`config.mk`:
```
export PLATFORM = sky130hd
export DESIGN_NAME = firmware_upload_sequencer
export DESIGN_NICKNAME = d
export VERILOG_FILES = /design/src/rtl/fwu_pkg.sv /design/src/rtl/firmware_upload_sequencer.sv
export SDC_FILE = /design/constraint.sdc
export NUM_CORES = 1
export LEC_CHECK = 0
export BUFFER_PORTS_ARGS = -buffer_cell sky130_fd_sc_hd__buf_2
export CAP_MARGIN = 15
export CORE_ASPECT_RATIO = 1.4
export CORE_MARGIN = 1.5
export CORE_UTILIZATION = 33
export CTS_CLUSTER_DIAMETER = 200
export DETAILED_ROUTE_END_ITERATION = 16
export SYNTH_ARGS = -nofsm -noshare
export SYNTH_HDL_FRONTEND = slang
export SYNTH_SLANG_ARGS = --single-unit
```
`constraint.sdc`:
```
create_clock -name clk_i -period 6.8 [get_ports clk_i]
set_input_delay 0.34 -clock clk_i [delete_from_list [all_inputs] [get_ports clk_i]]
set_output_delay 0.34 -clock clk_i [all_outputs]
set_load 0.05 [all_outputs]
```
`src/rtl/fwu_pkg.sv`:
```
// ----------------------------------------------------------------------------
// fwu_pkg: firmware upload sequencer shared definitions
// Field widths, event and packet codes, status codes, register indexes and
// the default parameter values of the sequencer.
// ----------------------------------------------------------------------------
package fwu_pkg;

  // field widths
  localparam int unsigned SIZE_W = 21;
  localparam int unsigned CRC_W  = 16;
  localparam int unsigned READ_W = 20;
  localparam int unsigned STAT_W = 4;
  localparam int unsigned CFG_IDX_W = 2;

  // default parameter values
  localparam int unsigned CHUNK_BYTES_DEF         = 200;
  localparam int unsigned RETRY_LIMIT_DEF         = 5;
  localparam int unsigned REPLY_TIMEOUT_TICKS_DEF = 350;
  localparam int unsigned START_TIMEOUT_TICKS_DEF = 500;

  // image size limit and target offsets
  localparam logic [SIZE_W-1:0] MAX_IMAGE_BYTES = SIZE_W'(1048576);
  localparam logic [SIZE_W-1:0] BOOT_OFFSET     = SIZE_W'(1024 * 2 * 50);
  localparam logic [SIZE_W-1:0] APP_OFFSET      = SIZE_W'(6);

  // event kinds
  typedef enum logic [1:0] {
    EV_START  = 2'd0,
    EV_TICK   = 2'd1,
    EV_REPLY  = 2'd2,
    EV_CANCEL = 2'd3
  } event_kind_e;

  // packet kinds
  typedef enum logic [1:0] {
    PK_ERASE  = 2'd0,
    PK_HEADER = 2'd1,
    PK_DATA   = 2'd2,
    PK_JUMP   = 2'd3
  } packet_kind_e;

  // status codes
  typedef enum logic [STAT_W-1:0] {
    ST_IDLE        = 4'd0,
    ST_ERASE       = 4'd1,
    ST_HEADER      = 4'd2,
    ST_DATA        = 4'd3,
    ST_DONE        = 4'd4,
    ST_ERASE_TOUT  = 4'd5,
    ST_HEADER_TOUT = 4'd6,
    ST_DATA_TOUT   = 4'd7,
    ST_CANCELLED   = 4'd8
  } status_e;

  // configuration register indexes
  typedef enum logic [CFG_IDX_W-1:0] {
    CFG_IMAGE_SIZE = 2'd0,
    CFG_IMAGE_CRC  = 2'd1,
    CFG_BOOT_MODE  = 2'd2
  } cfg_index_e;

endpackage

```
`src/rtl/firmware_upload_sequencer.sv`:
```
// ----------------------------------------------------------------------------
// firmware_upload_sequencer: firmware image upload sequencer
// Steps an upload through erase, header and data chunk phases (bootloader mode
// starts at data), with reply timer and retries; one packet descriptor per item.
// ----------------------------------------------------------------------------
// Pipeline: an accepted item waits in the input register, and the sequencer
// state and result registers update from it when it fires.
// Throughput: one item per cycle while the result is taken; each item sees
// the state the previous one left, as the state registers update on each fire.
// Reset: all control state clears at once; image size resets to 1, CRC and
// bootloader mode to 0; no clearing pass.
module firmware_upload_sequencer #(
  parameter int unsigned CHUNK_BYTES         = fwu_pkg::CHUNK_BYTES_DEF,
  parameter int unsigned RETRY_LIMIT         = fwu_pkg::RETRY_LIMIT_DEF,
  parameter int unsigned REPLY_TIMEOUT_TICKS = fwu_pkg::REPLY_TIMEOUT_TICKS_DEF,
  parameter int unsigned START_TIMEOUT_TICKS = fwu_pkg::START_TIMEOUT_TICKS_DEF
) (
  input  logic                            clk_i,
  input  logic                            rst_ni,
  // configuration write channel
  input  logic                            cfg_valid_i,
  output logic                            cfg_ready_o,
  input  logic [fwu_pkg::CFG_IDX_W-1:0]   cfg_index_i,
  input  logic [fwu_pkg::SIZE_W-1:0]      cfg_data_i,
  // event input channel
  input  logic                            in_valid_i,
  output logic                            in_ready_o,
  input  logic [1:0]                      kind_i,
  input  logic                            reply_ok_i,
  // result channel
  output logic                            out_valid_o,
  input  logic                            out_ready_i,
  output logic                            send_valid_o,
  output logic [1:0]                      packet_kind_o,
  output logic [fwu_pkg::SIZE_W-1:0]      packet_offset_o,
  output logic [fwu_pkg::SIZE_W-1:0]      packet_length_o,
  output logic [fwu_pkg::CRC_W-1:0]       packet_crc_o,
  output logic [fwu_pkg::READ_W-1:0]      read_offset_o,
  output logic                            uploading_o,
  output logic [fwu_pkg::STAT_W-1:0]      status_code_o,
  output logic [fwu_pkg::SIZE_W-1:0]      bytes_done_o
);

  localparam int unsigned SW = fwu_pkg::SIZE_W;
  localparam int unsigned TimerMax = (REPLY_TIMEOUT_TICKS > START_TIMEOUT_TICKS) ?
                                     REPLY_TIMEOUT_TICKS : START_TIMEOUT_TICKS;
  localparam int unsigned TimerW = $clog2(TimerMax + 1);
  localparam int unsigned RetryW = $clog2(RETRY_LIMIT + 1);

  localparam logic [SW-1:0]     Chunk       = SW'(CHUNK_BYTES);
  localparam logic [TimerW-1:0] TimerReply  = TimerW'(REPLY_TIMEOUT_TICKS);
  localparam logic [TimerW-1:0] TimerStart  = TimerW'(START_TIMEOUT_TICKS);
  localparam logic [RetryW-1:0] RetryFull   = RetryW'(RETRY_LIMIT);
  localparam logic [RetryW-1:0] RetryReload = RetryW'(RETRY_LIMIT - 1);

  typedef enum logic [1:0] {
    PH_ERASE  = 2'd0,
    PH_HEADER = 2'd1,
    PH_DATA   = 2'd2
  } phase_e;

  // configuration registers
  logic [SW-1:0]                 cfg_size_q;
  logic [fwu_pkg::CRC_W-1:0]     cfg_crc_q;
  logic                          cfg_boot_q;

  assign cfg_ready_o = 1'b1;

  always_ff @(posedge clk_i or negedge rst_ni) begin
    if (!rst_ni) begin
      cfg_size_q <= SW'(1);
      cfg_crc_q  <= '0;
      cfg_boot_q <= 1'b0;
    end else if (cfg_valid_i && cfg_ready_o) begin
      case (fwu_pkg::cfg_index_e'(cfg_index_i))
        fwu_pkg::CFG_IMAGE_SIZE: cfg_size_q <= cfg_data_i;
        fwu_pkg::CFG_IMAGE_CRC:  cfg_crc_q  <= cfg_data_i[fwu_pkg::CRC_W-1:0];
        fwu_pkg::CFG_BOOT_MODE:  cfg_boot_q <= cfg_data_i[0];
        default: ;
      endcase
    end
  end

  // pipeline control
  logic                  in_valid_q;
  fwu_pkg::event_kind_e  kind_q;
  logic                  ok_q;
  logic                  out_valid_q;
  logic                  adv_en;
  logic                  fire;

  assign adv_en     = !out_valid_q || out_ready_i;
  assign fire       = in_valid_q && adv_en;
  assign in_ready_o = !in_valid_q || adv_en;

  // input register
  always_ff @(posedge clk_i or negedge rst_ni) begin
    if (!rst_ni) begin
      in_valid_q <= 1'b0;
      kind_q     <= fwu_pkg::EV_START;
      ok_q       <= 1'b0;
    end else if (in_ready_o) begin
      in_valid_q <= in_valid_i;
      if (in_valid_i) begin
        kind_q <= fwu_pkg::event_kind_e'(kind_i);
        ok_q   <= reply_ok_i;
      end
    end
  end

  // sequencer state
  logic                      active_q, active_d;
  phase_e                    phase_q, phase_d;
  logic [TimerW-1:0]         timer_q, timer_d;
  logic [RetryW-1:0]         retries_q, retries_d;
  logic [SW-1:0]             bp_q, bp_d;
  fwu_pkg::status_e          status_q, status_d;
  logic [SW-1:0]             run_size_q, run_size_d;
  logic [fwu_pkg::CRC_W-1:0] run_crc_q, run_crc_d;
  logic                      run_boot_q, run_boot_d;

  // result register
  logic                      send_q, send_d;
  fwu_pkg::packet_kind_e     pkind_q, pkind_d;
  logic [SW-1:0]             off_q, off_d;
  logic [SW-1:0]             len_q, len_d;
  logic [fwu_pkg::CRC_W-1:0] crc_q, crc_d;
  logic [fwu_pkg::READ_W-1:0] read_q, read_d;

  // chunk geometry
  logic          is_start;
  logic          adv_step;
  logic [SW-1:0] size_sat;
  logic [SW-1:0] bp_adv;
  logic [SW-1:0] chunk_base;
  logic [SW-1:0] chunk_size;
  logic          chunk_boot;
  logic [SW-1:0] chunk_left;
  logic [SW-1:0] chunk_len;
  logic [SW-1:0] chunk_off;

  assign is_start   = (kind_q == fwu_pkg::EV_START);
  assign adv_step   = (kind_q == fwu_pkg::EV_REPLY) && ok_q && (phase_q == PH_DATA);
  assign size_sat   = (cfg_size_q > fwu_pkg::MAX_IMAGE_BYTES) ?
                      fwu_pkg::MAX_IMAGE_BYTES : cfg_size_q;
  assign bp_adv     = bp_q + Chunk;
  assign chunk_base = is_start ? '0 : (adv_step ? bp_adv : bp_q);
  assign chunk_size = is_start ? size_sat : run_size_q;
  assign chunk_boot = is_start ? cfg_boot_q : run_boot_q;
  assign chunk_left = (chunk_size > chunk_base) ? (chunk_size - chunk_base) : '0;
  assign chunk_len  = (chunk_left > Chunk) ? Chunk : chunk_left;
  assign chunk_off  = chunk_base + (chunk_boot ? fwu_pkg::BOOT_OFFSET : fwu_pkg::APP_OFFSET);

  // next state and packet selection
  logic do_adv;
  logic adv_to;

  always_comb begin
    active_d   = active_q;
    phase_d    = phase_q;
    timer_d    = timer_q;
    retries_d  = retries_q;
    bp_d       = bp_q;
    status_d   = status_q;
    run_size_d = run_size_q;
    run_crc_d  = run_crc_q;
    run_boot_d = run_boot_q;
    send_d     = 1'b0;
    pkind_d    = fwu_pkg::PK_ERASE;
    do_adv     = 1'b0;
    adv_to     = 1'b1;

    case (kind_q)
      fwu_pkg::EV_START: begin
        run_size_d = size_sat;
        run_crc_d  = cfg_crc_q;
        run_boot_d = cfg_boot_q;
        active_d   = 1'b1;
        bp_d       = '0;
        send_d     = 1'b1;
        if (cfg_boot_q) begin
          phase_d   = PH_DATA;
          status_d  = fwu_pkg::ST_DATA;
          retries_d = RetryReload;
          timer_d   = TimerReply;
          pkind_d   = fwu_pkg::PK_DATA;
        end else begin
          phase_d   = PH_ERASE;
          status_d  = fwu_pkg::ST_ERASE;
          retries_d = RetryFull;
          timer_d   = TimerStart;
          pkind_d   = fwu_pkg::PK_ERASE;
        end
      end
      fwu_pkg::EV_TICK: begin
        if (active_q) begin
          if (timer_q != '0) begin
            timer_d = timer_q - TimerW'(1);
          end else begin
            do_adv = 1'b1;
          end
        end
      end
      fwu_pkg::EV_REPLY: begin
        do_adv = 1'b1;
        adv_to = !ok_q;
      end
      fwu_pkg::EV_CANCEL: begin
        if (active_q) begin
          active_d = 1'b0;
          bp_d     = '0;
          phase_d  = PH_ERASE;
          status_d = fwu_pkg::ST_CANCELLED;
        end
      end
      default: ;
    endcase

    // reply or timeout handling per phase
    if (do_adv && active_q) begin
      case (phase_q)
        PH_ERASE: begin
          if (adv_to) begin
            active_d = 1'b0;
            bp_d     = '0;
            phase_d  = PH_ERASE;
            status_d = fwu_pkg::ST_ERASE_TOUT;
          end else begin
            phase_d   = PH_HEADER;
            status_d  = fwu_pkg::ST_HEADER;
            retries_d = RetryReload;
            timer_d   = TimerReply;
            send_d    = 1'b1;
            pkind_d   = fwu_pkg::PK_HEADER;
          end
        end
        PH_HEADER: begin
          if (adv_to) begin
            if (retries_q == '0) begin
              active_d = 1'b0;
              bp_d     = '0;
              phase_d  = PH_ERASE;
              status_d = fwu_pkg::ST_HEADER_TOUT;
            end else begin
              status_d  = fwu_pkg::ST_HEADER;
              retries_d = retries_q - RetryW'(1);
              timer_d   = TimerReply;
              send_d    = 1'b1;
              pkind_d   = fwu_pkg::PK_HEADER;
            end
          end else begin
            phase_d   = PH_DATA;
            status_d  = fwu_pkg::ST_DATA;
            retries_d = RetryReload;
            timer_d   = TimerReply;
            send_d    = 1'b1;
            pkind_d   = fwu_pkg::PK_DATA;
          end
        end
        PH_DATA: begin
          if (adv_to) begin
            if (retries_q == '0) begin
              active_d = 1'b0;
              bp_d     = '0;
              phase_d  = PH_ERASE;
              status_d = fwu_pkg::ST_DATA_TOUT;
            end else begin
              status_d  = fwu_pkg::ST_DATA;
              retries_d = retries_q - RetryW'(1);
              timer_d   = TimerReply;
              send_d    = 1'b1;
              pkind_d   = fwu_pkg::PK_DATA;
            end
          end else if (bp_adv >= run_size_q) begin
            // last chunk acknowledged
            active_d = 1'b0;
            bp_d     = '0;
            phase_d  = PH_ERASE;
            status_d = fwu_pkg::ST_DONE;
            send_d   = !run_boot_q;
            pkind_d  = fwu_pkg::PK_JUMP;
          end else begin
            status_d  = fwu_pkg::ST_DATA;
            bp_d      = bp_adv;
            retries_d = RetryReload;
            timer_d   = TimerReply;
            send_d    = 1'b1;
            pkind_d   = fwu_pkg::PK_DATA;
          end
        end
        default: ;
      endcase
    end

    // packet fields, zero when nothing is sent
    off_d  = '0;
    len_d  = '0;
    crc_d  = '0;
    read_d = '0;
    if (send_d) begin
      case (pkind_d)
        fwu_pkg::PK_ERASE: len_d = chunk_size;
        fwu_pkg::PK_HEADER: begin
          len_d = run_size_q;
          crc_d = run_crc_q;
        end
        fwu_pkg::PK_DATA: begin
          off_d  = chunk_off;
          len_d  = chunk_len;
          read_d = chunk_base[fwu_pkg::READ_W-1:0];
        end
        default: ;
      endcase
    end else begin
      pkind_d = fwu_pkg::PK_ERASE;
    end
  end

  // state and result registers
  always_ff @(posedge clk_i or negedge rst_ni) begin
    if (!rst_ni) begin
      out_valid_q <= 1'b0;
      active_q    <= 1'b0;
      phase_q     <= PH_ERASE;
      timer_q     <= '0;
      retries_q   <= '0;
      bp_q        <= '0;
      status_q    <= fwu_pkg::ST_IDLE;
      run_size_q  <= '0;
      run_crc_q   <= '0;
      run_boot_q  <= 1'b0;
      send_q      <= 1'b0;
      pkind_q     <= fwu_pkg::PK_ERASE;
      off_q       <= '0;
      len_q       <= '0;
      crc_q       <= '0;
      read_q      <= '0;
    end else if (adv_en) begin
      out_valid_q <= in_valid_q;
      if (fire) begin
        active_q   <= active_d;
        phase_q    <= phase_d;
        timer_q    <= timer_d;
        retries_q  <= retries_d;
        bp_q       <= bp_d;
        status_q   <= status_d;
        run_size_q <= run_size_d;
        run_crc_q  <= run_crc_d;
        run_boot_q <= run_boot_d;
        send_q     <= send_d;
        pkind_q    <= pkind_d;
        off_q      <= off_d;
        len_q      <= len_d;
        crc_q      <= crc_d;
        read_q     <= read_d;
      end
    end
  end

  // outputs
  assign out_valid_o     = out_valid_q;
  assign send_valid_o    = send_q;
  assign packet_kind_o   = pkind_q;
  assign packet_offset_o = off_q;
  assign packet_length_o = len_q;
  assign packet_crc_o    = crc_q;
  assign read_offset_o   = read_q;
  assign uploading_o     = active_q;
  assign status_code_o   = status_q;
  assign bytes_done_o    = bp_q;

  // checks
  a_retry_bound: assert property (@(posedge clk_i) disable iff (!rst_ni)
    retries_q <= RetryFull)
    else $error("retry count above limit");

  a_idle_pointer: assert property (@(posedge clk_i) disable iff (!rst_ni)
    out_valid_o && !uploading_o |-> bytes_done_o == '0)
    else $error("byte pointer not cleared while idle");

  a_quiet_packet: assert property (@(posedge clk_i) disable iff (!rst_ni)
    out_valid_o && !send_valid_o |->
      packet_offset_o == '0 && packet_length_o == '0 && packet_crc_o == '0 &&
      read_offset_o == '0)
    else $error("packet fields set with no packet");

  a_active_status: assert property (@(posedge clk_i) disable iff (!rst_ni)
    out_valid_o && uploading_o |->
      status_code_o == fwu_pkg::ST_ERASE || status_code_o == fwu_pkg::ST_HEADER ||
      status_code_o == fwu_pkg::ST_DATA)
    else $error("upload running with a final status");

  a_chunk_len: assert property (@(posedge clk_i) disable iff (!rst_ni)
    out_valid_o && send_valid_o && packet_kind_o == fwu_pkg::PK_DATA |->
      packet_length_o <= Chunk)
    else $error("data chunk longer than chunk size");

endmodule
```
# Word-level counts from Yosys, hierarchy flattened
# Cells that the tools add are included.
# word_totals
ff_bits	202
in_bits	31
word_cells	158
# op_classes
add_sub_neg	5
n_lt_le_gt_ge	4
n_eq_ne	9
muxes	96
n_reduce_logical	22
# op_table
cell	n
$mux 21	16
$pmux 21 s3	2
$mux 9	8
$pmux 21 s2	1
$mux 20	2
$mux 3	11
$mux 16	2
$mux 2	16
$pmux 9 s3	1
$add 21x17->21	1
$add 21x8->21 const B	1
$ge 21x21->1	1
$gt 21x21->1	1
$gt 21x21->1 const B	1
$gt 21x8->1 const B	1
$sub 21x21->21	1
$mux 1	20
$pmux 9 s2	1
$mux 17	1
$mux 4	4
$pmux 2 s3	2
$pmux 4 s3	1
$eq 2x2->1 const B	5
$reduce_and 2->1	5
16 further kinds	31

# Longest topological paths before layout
# Gate-level depths: netlist of run 1.
# logic_depth
ltp_word	11
depth_mapped	21

# Worst setup path after synthesis of run 1
# No wires, ideal clock.
# synth_timing
path_kind	reg-to-reg
from	register bp_q[4] (netlist: bytes_done_o[4])
to	register len_q[3] (netlist: packet_length_o[3])
setup_time_ps	126
arrival_time_ps	4805
t_required_ps	6674
path_slack_ps	1869
stages_incl_launch_ff	21
n_path_buf	2
path_cell_list	dfrtp_1 > ha_1 > buf_2 > a211oi_2 > nor3b_1 > nand3_1 > nor2_1 > nand2_1 > xor2_1 > nor2_1 > inv_1 > ha_1 > clkbuf_1 > o32ai_1 > nor3_1 > o211ai_1 > a2111oi_0 > or4b_4 > nor4_4 > nand3_2 > a221o_1
# synth_via
elab_chain_cells	9
elab_cells_between_ends	22
classes_between	add/sub: 2; order compare: 3; eq/ne: 2; mux: 14; reduce/logical: 1
# synth_lines
item	line	source
start: declaration	firmware_upload_sequencer.sv:116	logic [SW-1:0] bp_q, bp_d;
start signal: assignment	firmware_upload_sequencer.sv:345	bp_q <= bp_d;
$add 21x8->21	firmware_upload_sequencer.sv:146	assign bp_adv = bp_q + Chunk;
$mux 21 / $ge 21x21->1 (equally long branches)	firmware_upload_sequencer.sv:147, firmware_upload_sequencer.sv:274	
$mux 21 / $mux 1 (equally long branches)	firmware_upload_sequencer.sv:147, firmware_upload_sequencer.sv:274	
$sub 21x21->21 (tied with other cells)	firmware_upload_sequencer.sv:150	assign chunk_left = (chunk_size > chunk_base) ? (chunk_size - chunk_base) : '0;
$mux 21 / $pmux 2 s3 (equally long branches)	firmware_upload_sequencer.sv:150, firmware_upload_sequencer.sv:221	
$gt 21x8->1 / $mux 2 (equally long branches)	firmware_upload_sequencer.sv:151, firmware_upload_sequencer.sv:220	
$mux 21 (tied with other cells)	firmware_upload_sequencer.sv:151	assign chunk_len = (chunk_left > Chunk) ? Chunk : chunk_left;
$pmux 21 s3	firmware_upload_sequencer.sv:301	case (pkind_d)
$mux 21 (*)	firmware_upload_sequencer.sv:300	if (send_d) begin
end signal: assignment	firmware_upload_sequencer.sv:353	len_q <= len_d;
end: declaration	firmware_upload_sequencer.sv:126	logic [SW-1:0] len_q, len_d;
# Every way passes the cells marked *; elsewhere a longest branch is shown, timed or not.
# A chain may end at the register's enable or synchronous reset.

# Final worst setup path of run 1
# layout_timing
from	register bp_q[4] (netlist: bytes_done_o[4])
to	register off_q[9] (netlist: packet_offset_o[9])
# layout_via
elab_chain_cells	9
elab_cells_between_ends	16
classes_between	add/sub: 2; order compare: 1; eq/ne: 1; mux: 12
# layout_lines
item	line	source
$add 21x8->21	firmware_upload_sequencer.sv:146	
$ge 21x21->1	firmware_upload_sequencer.sv:274	end else if (bp_adv >= run_size_q) begin
$mux 1	firmware_upload_sequencer.sv:274	
$mux 2	firmware_upload_sequencer.sv:261	if (adv_to) begin
$pmux 2 s3	firmware_upload_sequencer.sv:221	case (phase_q)
$mux 2	firmware_upload_sequencer.sv:220	if (do_adv && active_q) begin
$eq 2x2->1	firmware_upload_sequencer.sv:301	
$mux 21	firmware_upload_sequencer.sv:301	
$mux 21 (*)	firmware_upload_sequencer.sv:300	
end signal: assignment	firmware_upload_sequencer.sv:334	off_q <= '0;
end signal: assignment	firmware_upload_sequencer.sv:352	off_q <= off_d;
end: declaration	firmware_upload_sequencer.sv:125	logic [SW-1:0] off_q, off_d;
# Marked as above.

==> flow_summary_export.csv, run 1 <==
group,metric,value,unit
outcome,outcome,"finished, violations left",
outcome,violations,"negative hold slack",
clock_tree,cts_max_path_buffers,3,
clock_tree,post_cts_buffers,0,
layout,finalCoreUtilization,0.3863,
placement,place_ws,1191,ps
layout,design_area,14160,um^2
sta,fmax,176.3,MHz
clock_tree,postCtsResizedCells,0,
power_and_ir_drop,p_sw,1.972,mW
clock_tree,ctsRootBufferMaster,"clkbuf_16",
synthesis,synth_cell_types,89,
min_path,hold_class,"input port to asynchronous set/reset pin",
grt,top_usage_layer,"met2",
setup_path,worstPathRequired,7150,ps
drt,finalWirelength,39.23,mm
sta,timing.setup.tns,0,ps
sta,slew-limit-headroom,0.2367,
synthesis,seq_area_frac_synth,0.4106,
sta,fin_hold_ws,-25.63,ps
die,coreArea,36660,um^2
sta,rsz0062_at_grt,"false",
clock_tree,cts_tree,"yes",
sta,worst_pin_slew,1145,ps
synthesis,synthArstFlopShare,1.000,
setup_path,reg2reg_depth,16,
synthesis,synthFlopType,"dfrtp_1",
synthesis,synth_fp_nets,1420,
power_and_ir_drop,combPwrFrac,0.408,
placement,io_buffers,139,
power_and_ir_drop,seqPwrFrac,0.325,
placement,dp_hpwl,29.00,mm
grt,grt_max_degree,120,
sta,fin_crit_sh,0.8343,
die,initial_core_util,0.3342,
grt,use_met3,0.03017,
die,dieArea,38310,um^2
synthesis,ys_seq_elements,201,
synthesis,synth_edf_count,0,
sta,finalClockSkew,18.49,ps
setup_path,reg2reg_from,"bytes_done_o[4]$_DFFE_PN0P_",
clock_tree,clk-insertion-delay-late,530,ps
grt,grt_pass1_wl,61.40,mm
setup_path,r2r-end,"packet_offset_o[9]$_DFFE_PN0P_",
power_and_ir_drop,clockPowerShare,0.267,
synthesis,synth_cells,1332,
grt,use_met2,0.3469,
grt,grt_overflow_total,0,
clock_tree,clk_pin_slew,60,ps
setup_path,start_kind,"flip-flop",
drt,wl_per_cell,20.43,um
layout,fin_nets,1525,
die,ioPinCount,141,
drt,vias,10700,
synthesis,netlist_area,12250,um^2
placement,place_area,13330,um^2
placement,gp_congestion,0.9234,
setup_path,crit_type,"flip-flop to flip-flop",
sta,fin_crit,5673,ps
die,die_width,165.9,um
setup_path,crit_arrival,6030,ps
power_and_ir_drop,total_power,4.903,mW
sta,finalHoldViolCount,20,
drt,ant_nets,0,
sta,final_max_slew_viol_count,0,
clock_tree,cts_made_buffers,22,
power_and_ir_drop,swShare,0.4021,
grt,use_met1,0.2443,
grt,antenna_found_initial,1,
drt,first_pass_iters,5,
grt,grt_pass1_vias,10660,
layout,syn2layout_area_growth,15.56,%
setup_path,critPathMaxFanout,34,
die,die_y,231.0,um
synthesis,yosysWarnings,0,
clock_tree,htree_levels,1,
clock_tree,clock_sinks,201,
synthesis,syn_area_per_cell,9.199,um^2
sta,setup_viol,0,
power_and_ir_drop,leakage,6.456,nW
setup_path,cp-end-kind,"flip-flop",
drt,vias_per_cell,5.573,
drt,drt_iter0_markers,946,
flow_run,drv_cap,0,
power_and_ir_drop,peakVddDrop,0.1851,mV
power_and_ir_drop,p_int,2.931,mW
drt,drc,0,
placement,dp_cells,1878,
die,num_rows,83,
grt,grtUsageTotal,0.2026,
setup_path,rrSetupSlack,1130,ps
layout,drive_above_1_share,0.1977,
sta,fin_ws,1127,ps
layout,final_cells,1920,
power_and_ir_drop,powerDensity,346.3,nW/um^2
[layer usage]
| metal | wire, um | up-vias |
|---|---|---|
| li1 | - | 5011 |
| met1 | 15780 | 5214 |
| met2 | 19250 | 379 |
| met3 | 2187 | 96 |
| met4 | 2019 | 0 |
| met5 | 0 | - |
[synth_stat cells, drive strengths merged (5+ instances only)]
cell type | count | area (um^2)
clkbuf | 64 | 251.5
nor2b | 13 | 81.33
o31ai | 14 | 105.1
nand4 | 12 | 75.07
nand3 | 28 | 145.1
or3 | 7 | 43.79
nand2 | 159 | 596.8
xnor2 | 28 | 245.2
o211ai | 9 | 67.56
xor2 | 27 | 236.5
nand3b | 6 | 45.04
a21o | 19 | 145.1
a21oi | 73 | 365.4
mux2 | 60 | 675.7
nor3 | 18 | 90.09
a221o | 6 | 60.06
mux2i | 16 | 160.2
dfrtp | 200 | 5005
buf | 13 | 71.31
and2 | 9 | 56.30
ha | 55 | 688.2
inv | 63 | 236.5
o21ai | 141 | 705.7
a211oi | 15 | 122.6
o21a | 13 | 97.59
a22o | 41 | 359.1
nor2 | 78 | 292.8
o22ai | 8 | 50.05
nand2b | 21 | 131.4
nor4 | 15 | 108.9
and3 | 5 | 31.28
a31oi | 10 | 62.56
[power by group through the flow]
stage	clock (mW)	combinational, mW	sequential (mW)
after global routing	1.39	2.20	1.62
after floorplan	0	1.36	1.68
final	1.31	2.00	1.59
after global placement	0	1.97	1.60
after CTS	1.34	1.99	1.59
after detailed placement	0	1.98	1.61
[state kept, by name, indices dropped and copies added, names as in the netlist, 2 cells and up]
register         count
packet_kind_o        2
bytes_done_o        21
run_size_q          21
packet_crc_o        16
retries_q            3
cfg_crc_q           16
cfg_size_q          21
run_crc_q           16
packet_length_o     21
read_offset_o       19
status_code_o        4
timer_q              9
phase_q              2
packet_offset_o     21
kind_q               2
[worst max-delay path: stages (launching register included)]
cell      delay [ps]
dfrtp_1          490
ha_1             420
a211oi_2         200
nor3b_1          520
nand3_1          280
nor2_1           320
xor2_1           310
ha_1             220
o21ai_0           80
o21bai_1         130
a21oi_1           90
o21ai_0          550
o21ai_0          380
o21a_1           300
nand2b_1         140
nand2b_1         830
o21ai_0          230
[worst max path at each step]
stage | from | endpoint | cells past startpoint
6_report | bytes_done_o[4]$_DFFE_PN0P_ | packet_offset_o[9]$_DFFE_PN0P_ | 16
5_1_grt | bytes_done_o[4]$_DFFE_PN0P_ | packet_offset_o[9]$_DFFE_PN0P_ | 16
4_1_cts | bytes_done_o[4]$_DFFE_PN0P_ | packet_offset_o[9]$_DFFE_PN0P_ | 16
3_5_place_dp | bytes_done_o[4]$_DFFE_PN0P_ | packet_offset_o[9]$_DFFE_PN0P_ | 16
3_3_place_gp | bytes_done_o[4]$_DFFE_PN0P_ | packet_length_o[5]$_DFFE_PN0P_ | 18
2_1_floorplan | bytes_done_o[4]$_DFFE_PN0P_ | packet_length_o[3]$_DFFE_PN0P_ | 20
[cell type report]
type	count	area (um^2)
diodes	1	2.502
clock buffers	28	644.4
fillers	3705	22500
multi-input cells	989	6634
clock inverters	11	142.6
flip-flops and latches	201	5031
well taps	467	584.3
repair buffers	160	884.6
inverters	63	236.5
[cell families after synthesis]
kind of cell	Yosys count	share of synthesized area
AO/OA/AOI/OAI	405	0.2155
XOR/XNOR	55	0.03931
adder cells (fa/ha/maj)	57	0.05943
buffers and inverters	142	0.05095
flip-flops	201	0.4106
multiplexers	76	0.06821
other	1	0.0003060
AND/OR/NAND/NOR	395	0.1557
[cells in the final DEF, fill, tap and decap left out, types with 18 or more instances in the layout]
cell type  Yosys  final
nand2b_1      21     21
nand2_1      159    158
inv_1         62     62
xnor2_1       28     28
mux2_2        60     60
nand3_1       27     27
a21oi_1       73     73
ha_1          55     54
xor2_1        27     27
nor2_1        78     78
buf_2          6    138
buf_4          2     19
o21ai_0      135    135
clkbuf_16      0     23
nor3_1        18     18
a22o_1        41     41
dfrtp_1      200    200
[timing repair]
action                                 4_1_cts  5_1_grt
setup endpoints to repair                    0        0
hold buffers                                 1        0
endpoints found under the hold margin        1        0
Note: power is estimated with default switching activity, not from simulation.
==> run 2: changes to the inputs <==
==> constraint.sdc (replaced) <==
create_clock -name clk_i -period 5.07 [get_ports clk_i]
set_input_delay 0.2535 -clock clk_i [delete_from_list [all_inputs] [get_ports clk_i]]
set_output_delay 0.2535 -clock clk_i [all_outputs]
set_load 0.05 [all_outputs]
==> run 2 against run 1 <==
  * The run now ends clean
  * Sequential power rose by 34%
  * Worst hold slack better by 58 ps
  * Design area increased by 6.4%
  * Routed wire length increased by 4.8%
  * Via count grew 4.0%
  * Non-clock buffer count increased by 82
  * Global-route usage rose by 0.80 points
  * Sequential cell count stayed put
  * Sequential share of layout area is 2.1 points lower
  * Die area stayed put
  * Critical path type unchanged
==> flow_summary_export.csv, run 2 (same netlist as run 1, synthesis figures left out) <==
group,metric,value,unit
drt,finalWirelength,41.10,mm
layout,design_area,15070,um^2
clock_tree,clk-insertion-delay-late,540,ps
clock_tree,ctsRootBufferMaster,"clkbuf_16",
die,initial_core_util,0.3342,
die,ioPinCount,141,
grt,grt_overflow_total,0,
setup_path,critical_path.max_stage_delay,520,ps
sta,fin_crit,4871,ps
setup_path,slowest_stage,"or4b_4",
drt,ant_nets,0,
clock_tree,cts_tree,"yes",
layout,num-fill-cells,3634,
setup_path,crit_type,"flip-flop to flip-flop",
sta,finalHoldViolCount,0,
setup_path,path_common_cell,"buf_4",
setup_path,path_cells,"inv_1, ha_2, inv_2, nor4_2, nand4_1, o41ai_2, buf_4, buf_4, buf_4, nand2_1, o21ai_0, ha_2, a21oi_1, o221a_2, and3b_2, o211ai_1, or4b_4, nor4_4, buf_4, nand3_2, a221o_1",
setup_path,cp-end-kind,"flip-flop",
drt,wl_per_cell,20.51,um
sta,final_max_slew_viol_count,0,
sta,fmax,205.3,MHz
setup_path,start_kind,"flip-flop",
clock_tree,clock_sinks,201,
die,die_y,231.0,um
clock_tree,clk_pin_slew,60,ps
setup_path,worstPathRequired,5480,ps
grt,grt_max_degree,92,
grt,grt_pass1_wl,63.78,mm
power_and_ir_drop,leakage,6.893,nW
layout,drive_above_1_share,0.2466,
die,dieArea,38310,um^2
placement,io_buffers,139,
sta,fin_crit_sh,0.9608,
setup_path,critPathMaxFanout,7,
sta,finalClockSkew,15.95,ps
grt,grtUsageTotal,0.2106,
power_and_ir_drop,peakVddDrop,0.3028,mV
layout,fin_nets,1608,
setup_path,crit_arrival,5290,ps
grt,antenna_found_initial,0,
sta,setup_viol,0,
clock_tree,cts_made_buffers,23,
layout,mostFrequentLayoutCells,"200 x dfrtp_1, 155 x nand2_1, 139 x buf_2",
layout,syn2layout_area_growth,22.99,%
clock_tree,htree_levels,1,
drt,vias,11130,
die,num_rows,83,
drt,vias_per_cell,5.555,
sta,slew-limit-headroom,0.4026,
power_and_ir_drop,powerDensity,458.1,nW/um^2
sta,fin_hold_ws,32.52,ps
clock_tree,cts_max_path_buffers,3,
grt,grt_pass1_vias,10980,
placement,gp_congestion,0.9374,
placement,dp_hpwl,30.63,mm
drt,first_pass_iters,6,
placement,place_area,13640,um^2
drt,drt_iter0_markers,1024,
layout,n_antenna_cell,0,
drt,drc,0,
sta,timing.setup.tns,0,ps
die,die_width,165.9,um
flow_run,drv_cap,0,
outcome,outcome,"finished clean",
sta,worst_pin_slew,893.4,ps
layout,layout_commonest_cell,"dfrtp_1",
min_path,hold_class,"input port to flip-flop",
die,coreArea,36660,um^2
-- run 2: cell types whose count changed in the layout (fill, tap and decap cells not counted), moves of 4 or more --
cell,before,now
buf_4,19,73
dlygate4sd3_1,1,26
ha_1,54,46
o21ai_0,135,127
ha_2,1,7
o21ai_1,6,11
a21oi_1,73,69
-- run 2: worst paths after layout --
path / startpoint / endpoint / slack (ps) / cells past startpoint
max: kind_q[1]$_DFFE_PN0P_ / packet_length_o[3]$_DFFE_PN0P_ / 200 / 21
min: out_ready_i / in_valid_q$_DFFE_PN0N_ / 30 / 3
max reg2reg: kind_q[1]$_DFFE_PN0P_ / packet_length_o[3]$_DFFE_PN0P_ / 200 / 21
min reg2reg: packet_offset_o[7]$_DFFE_PN0P_ / packet_offset_o[7]$_DFFE_PN0P_ / 470 / 2
max in group asynchronous: rst_ni / packet_length_o[9]$_DFFE_PN0P_ / 3430 / 3
min in group asynchronous: rst_ni / phase_q[1]$_DFFE_PN0P_ / 290 / 2
-- run 2: critical path: cells and delay by family, from the launching register on --
kind,cells,cell delay [ps]
compound gates,6,1520
fa+ha+maj,2,650
buf+inv,6,750
flops,1,420
simple gates,7,1410
-- run 2: power by group --
part           internal [mW]  switching, mW  total, mW
sequential              1.89          0.234       2.13
combinational           1.17           1.84       3.01
clock                   1.04          0.731       1.77
-- run 2: area by class of cell --
class                           instances  area, um^2  area share
Multi-Input combinational cell        989        6847      0.4543
Inverter                               63       236.5     0.01569
Tap cell                              467       584.3     0.03877
Timing Repair Buffer                  242        1578      0.1047
Clock inverter                         15       172.7     0.01146
Sequential cell                       201        5031      0.3339
Clock buffer                           27       620.6     0.04118
-- run 2: through the flow --
| step | setup WS (ps) | total power [mW] | utilization | instances |
|---|---|---|---|---|
| 2_1_floorplan | 139.0 | 4.081 | - | 1332 |
| 3_3_place_gp | 64.31 | 4.863 | 0.3722 | 1916 |
| 3_5_place_dp | 1.437 | 4.886 | 0.3722 | 1916 |
| 4_1_cts | 113.5 | 6.704 | 0.4009 | 1984 |
| 5_1_grt | -3.070 | 7.300 | 0.4111 | 2004 |
| 6_report | 198.7 | 6.904 | 0.4111 | 2004 |
-- run 2: metal layers --
layer  vias up  routed length (um)  track usage
met2       392               20070       0.3600
li1       5194                   -            -
met5         -                   0            0
met1      5427               16600       0.2551
met4         0                2441       0.1191
met3       119                1982      0.02760
-- run 2: what timing repair did --
action                                 CTS  global route
hold buffers                            26             0
buffers inserted                         0            19
pin swaps                                0            14
setup endpoints to repair                5            54
resized for setup                        1            52
endpoints found under the hold margin  131             0
cloned                                   0             1
==> run 3: changes to the inputs <==
--- a/config.mk
+++ b/config.mk
@@ -7,11 +7,15 @@
 export LEC_CHECK = 0
 export BUFFER_PORTS_ARGS = -buffer_cell sky130_fd_sc_hd__buf_2
 export CAP_MARGIN = 15
+export CELL_PAD_IN_SITES_DETAIL_PLACEMENT = 1
+export CELL_PAD_IN_SITES_GLOBAL_PLACEMENT = 1
 export CORE_ASPECT_RATIO = 1.4
-export CORE_MARGIN = 1.5
+export CORE_MARGIN = 4
 export CORE_UTILIZATION = 33
+export CTS_BUF_LIST = sky130_fd_sc_hd__clkbuf_2 sky130_fd_sc_hd__clkbuf_4 sky130_fd_sc_hd__clkbuf_8
 export CTS_CLUSTER_DIAMETER = 200
 export DETAILED_ROUTE_END_ITERATION = 16
+export PLACE_DENSITY_LB_ADDON = 0.1
 export SYNTH_ARGS = -nofsm -noshare
 export SYNTH_HDL_FRONTEND = slang
 export SYNTH_SLANG_ARGS = --single-unit
==> run 3 against run 2 <==
  * Combinational power increased by 2%
  * Sequential share of layout area decreased by 0.38 points
  * Via count increased by 2.3%
  * Worst hold slack improved by 37 ps
  * Routed wire length increased by 18%
  * Clock skew increased by 29 ps
  * Total power increased by 0.18%
  * Cell count increased by 2.5%
  * Die area increased by 5.2%
  * Largest power group unchanged
==> flow_summary_export.csv, run 3 (same netlist as run 1, synthesis figures left out) <==
group,metric,value,unit
sta,slew-limit-headroom,0.2770,
setup_path,rrSetupSlack,210,ps
die,die_width,170.9,um
drt,drc,0,
drt,ant_nets,0,
layout,mostFrequentLayoutCells,"198 x dfrtp_1, 157 x nand2_1, 138 x buf_2",
die,dieArea,40320,um^2
power_and_ir_drop,peakVddDrop,0.2438,mV
setup_path,reg2reg_from,"kind_q[0]$_DFFE_PN0P_",
sta,setup_viol,0,
clock_tree,ctsRootBufferMaster,"clkbuf_8",
outcome,outcome,"finished clean",
drt,wl_per_cell,23.63,um
die,die_y,236.0,um
layout,layout_commonest_cell,"dfrtp_1",
setup_path,critical_path.max_stage_delay,530,ps
layout,fin_nets,1651,
die,coreArea,36660,um^2
sta,final_max_slew_viol_count,0,
layout,drive_above_1_share,0.2714,
drt,vias,11380,
setup_path,crit_type,"flip-flop to flip-flop",
clock_tree,clk-insertion-delay-late,580,ps
min_path,whs_path_depth,3,
setup_path,worstPathRequired,5490,ps
layout,num-fill-cells,4286,
min_path,hold_end,"out_valid_o$_DFFE_PN0N_",
setup_path,r2r-end,"packet_length_o[7]$_DFFE_PN0P_",
setup_path,slowest_stage,"or4b_4",
flow_run,drv_cap,0,
drt,drt_iter0_markers,657,
placement,gp_congestion,0.8629,
clock_tree,clock_sinks,201,
clock_tree,clk_pin_slew,70,ps
grt,grtUsageTotal,0.2367,
min_path,hold_class,"input port to flip-flop",
setup_path,reg2reg_depth,19,
setup_path,crit_arrival,5280,ps
setup_path,start_kind,"flip-flop",
drt,finalWirelength,48.56,mm
sta,finalClockSkew,45.36,ps
sta,timing.setup.tns,0,ps
clock_tree,cts_made_buffers,37,
setup_path,path_cells,"inv_2, ha_4, inv_2, nor4_2, nand4_1, o41ai_2, buf_4, a22oi_1, inv_1, ha_1, nor2b_1, o2111ai_2, a211oi_2, or3_1, a32o_1, or4b_4, nor4_4, nand2b_1, a221o_1",
clock_tree,htree_levels,2,
grt,grt_max_degree,114,
placement,place_ws,-58.84,ps
power_and_ir_drop,powerDensity,453.5,nW/um^2
power_and_ir_drop,leakage,7.052,nW
power_and_ir_drop,total_power,6.916,mW
grt,grt_overflow_total,0,
drt,first_pass_iters,5,
die,ioPinCount,141,
placement,place_area,13880,um^2
placement,dp_cells,1946,
setup_path,cp-end-kind,"flip-flop",
die,num_rows,83,
sta,fin_crit,4863,ps
placement,io_buffers,139,
layout,syn2layout_area_growth,24.46,%
die,initial_core_util,0.3342,
sta,finalHoldViolCount,0,
layout,final_cells,2055,
min_path,hold_start,"out_ready_i",
placement,dp_hpwl,36.84,mm
grt,grt_pass1_vias,12040,
layout,design_area,15250,um^2
clock_tree,cts_tree,"yes",
grt,grt_pass1_wl,73.81,mm
grt,antenna_found_initial,1,
layout,n_antenna_cell,0,
drt,vias_per_cell,5.540,
sta,fmax,205.6,MHz
setup_path,critPathMaxFanout,7,
setup_path,path_common_cell,"inv_2",
clock_tree,cts_max_path_buffers,3,
sta,worst_pin_slew,1084,ps
sta,fin_ws,206.6,ps
sta,fin_crit_sh,0.9593,
## run 3: cell count changes in the layout (fill, tap and decap cells not counted), moves of 3 or more
cell / before / now
inv_6: 3 / 0
clkinvlp_4: 3 / 0
ha_2: 7 / 3
clkbuf_16: 23 / 0
clkbuf_4: 0 / 8
clkbuf_8: 4 / 46
buf_4: 73 / 101
## run 3: worst max-delay path by stage
stage                                           start                              to  slack [ps]  cells past startpoint
after floorplan           bytes_done_o[4]$_DFFE_PN0P_  packet_length_o[3]$_DFFE_PN0P_         140                     20
after CTS                       kind_q[0]$_DFFE_PN0P_  packet_length_o[5]$_DFFE_PN0P_          20                     21
after global placement    bytes_done_o[4]$_DFFE_PN0P_  packet_length_o[6]$_DFFE_PN0P_          -9                     18
final                           kind_q[0]$_DFFE_PN0P_  packet_length_o[7]$_DFFE_PN0P_         210                     19
after global routing            kind_q[0]$_DFFE_PN0P_  packet_length_o[6]$_DFFE_PN0P_         -50                     19
after detailed placement  bytes_done_o[4]$_DFFE_PN0P_  packet_length_o[6]$_DFFE_PN0P_         -60                     18
## run 3: report_power, final
part / leakage [nW] / internal, mW / switching [mW]
clock network: 0.422 / 0.924 / 0.774
registers: 2.61 / 1.89 / 0.254
logic: 4.02 / 1.21 / 1.86
## run 3: area by class of cell
cell class / count / area [um^2] / area share
Multi-Input combinational cell: 989 / 6800 / 0.4459
Sequential cell: 201 / 5034 / 0.3301
Timing Repair Buffer: 271 / 1800 / 0.1181
Clock buffer: 52 / 671.9 / 0.04406
Tap cell: 467 / 584.3 / 0.03832
Inverter: 63 / 236.5 / 0.01551
Clock inverter: 12 / 122.6 / 0.008041
## run 3: critical path: cells and delay by family (launching register included)
family	cells	cell delay, ps
buffers and inverters	4	470
AOI/OAI and AO/OA	6	1500
and+or+nand+nor	7	1890
DFF	1	420
adders and majority gates	2	420
## run 3: through the flow
| stage | hold slack (ps) | utilization |
|---|---|---|
| after floorplan | -42.09 | - |
| after global placement | 390.1 | 0.3786 |
| after detailed placement | 394.6 | 0.3786 |
| after CTS | 35.81 | 0.4078 |
| after global routing | 77.61 | 0.4160 |
| final | 69.53 | 0.4160 |
## run 3: timing repair
action                                  CTS  global route
endpoints found under the setup margin    8            14
endpoints found under the hold margin   130             0
hold buffers                             27             0
pin swaps                                 0            14
resized for setup                         2            50
cloned                                    0             0
setup buffers                             0            18
## run 3: layer usage
| metal | global-route usage | wire [um] |
|---|---|---|
| met2 | 0.4359 | 25690 |
| met3 | 0.02699 | 1349 |
| met1 | 0.2732 | 19140 |
| met5 | 0 | 13 |
| met4 | 0.1009 | 2368 |
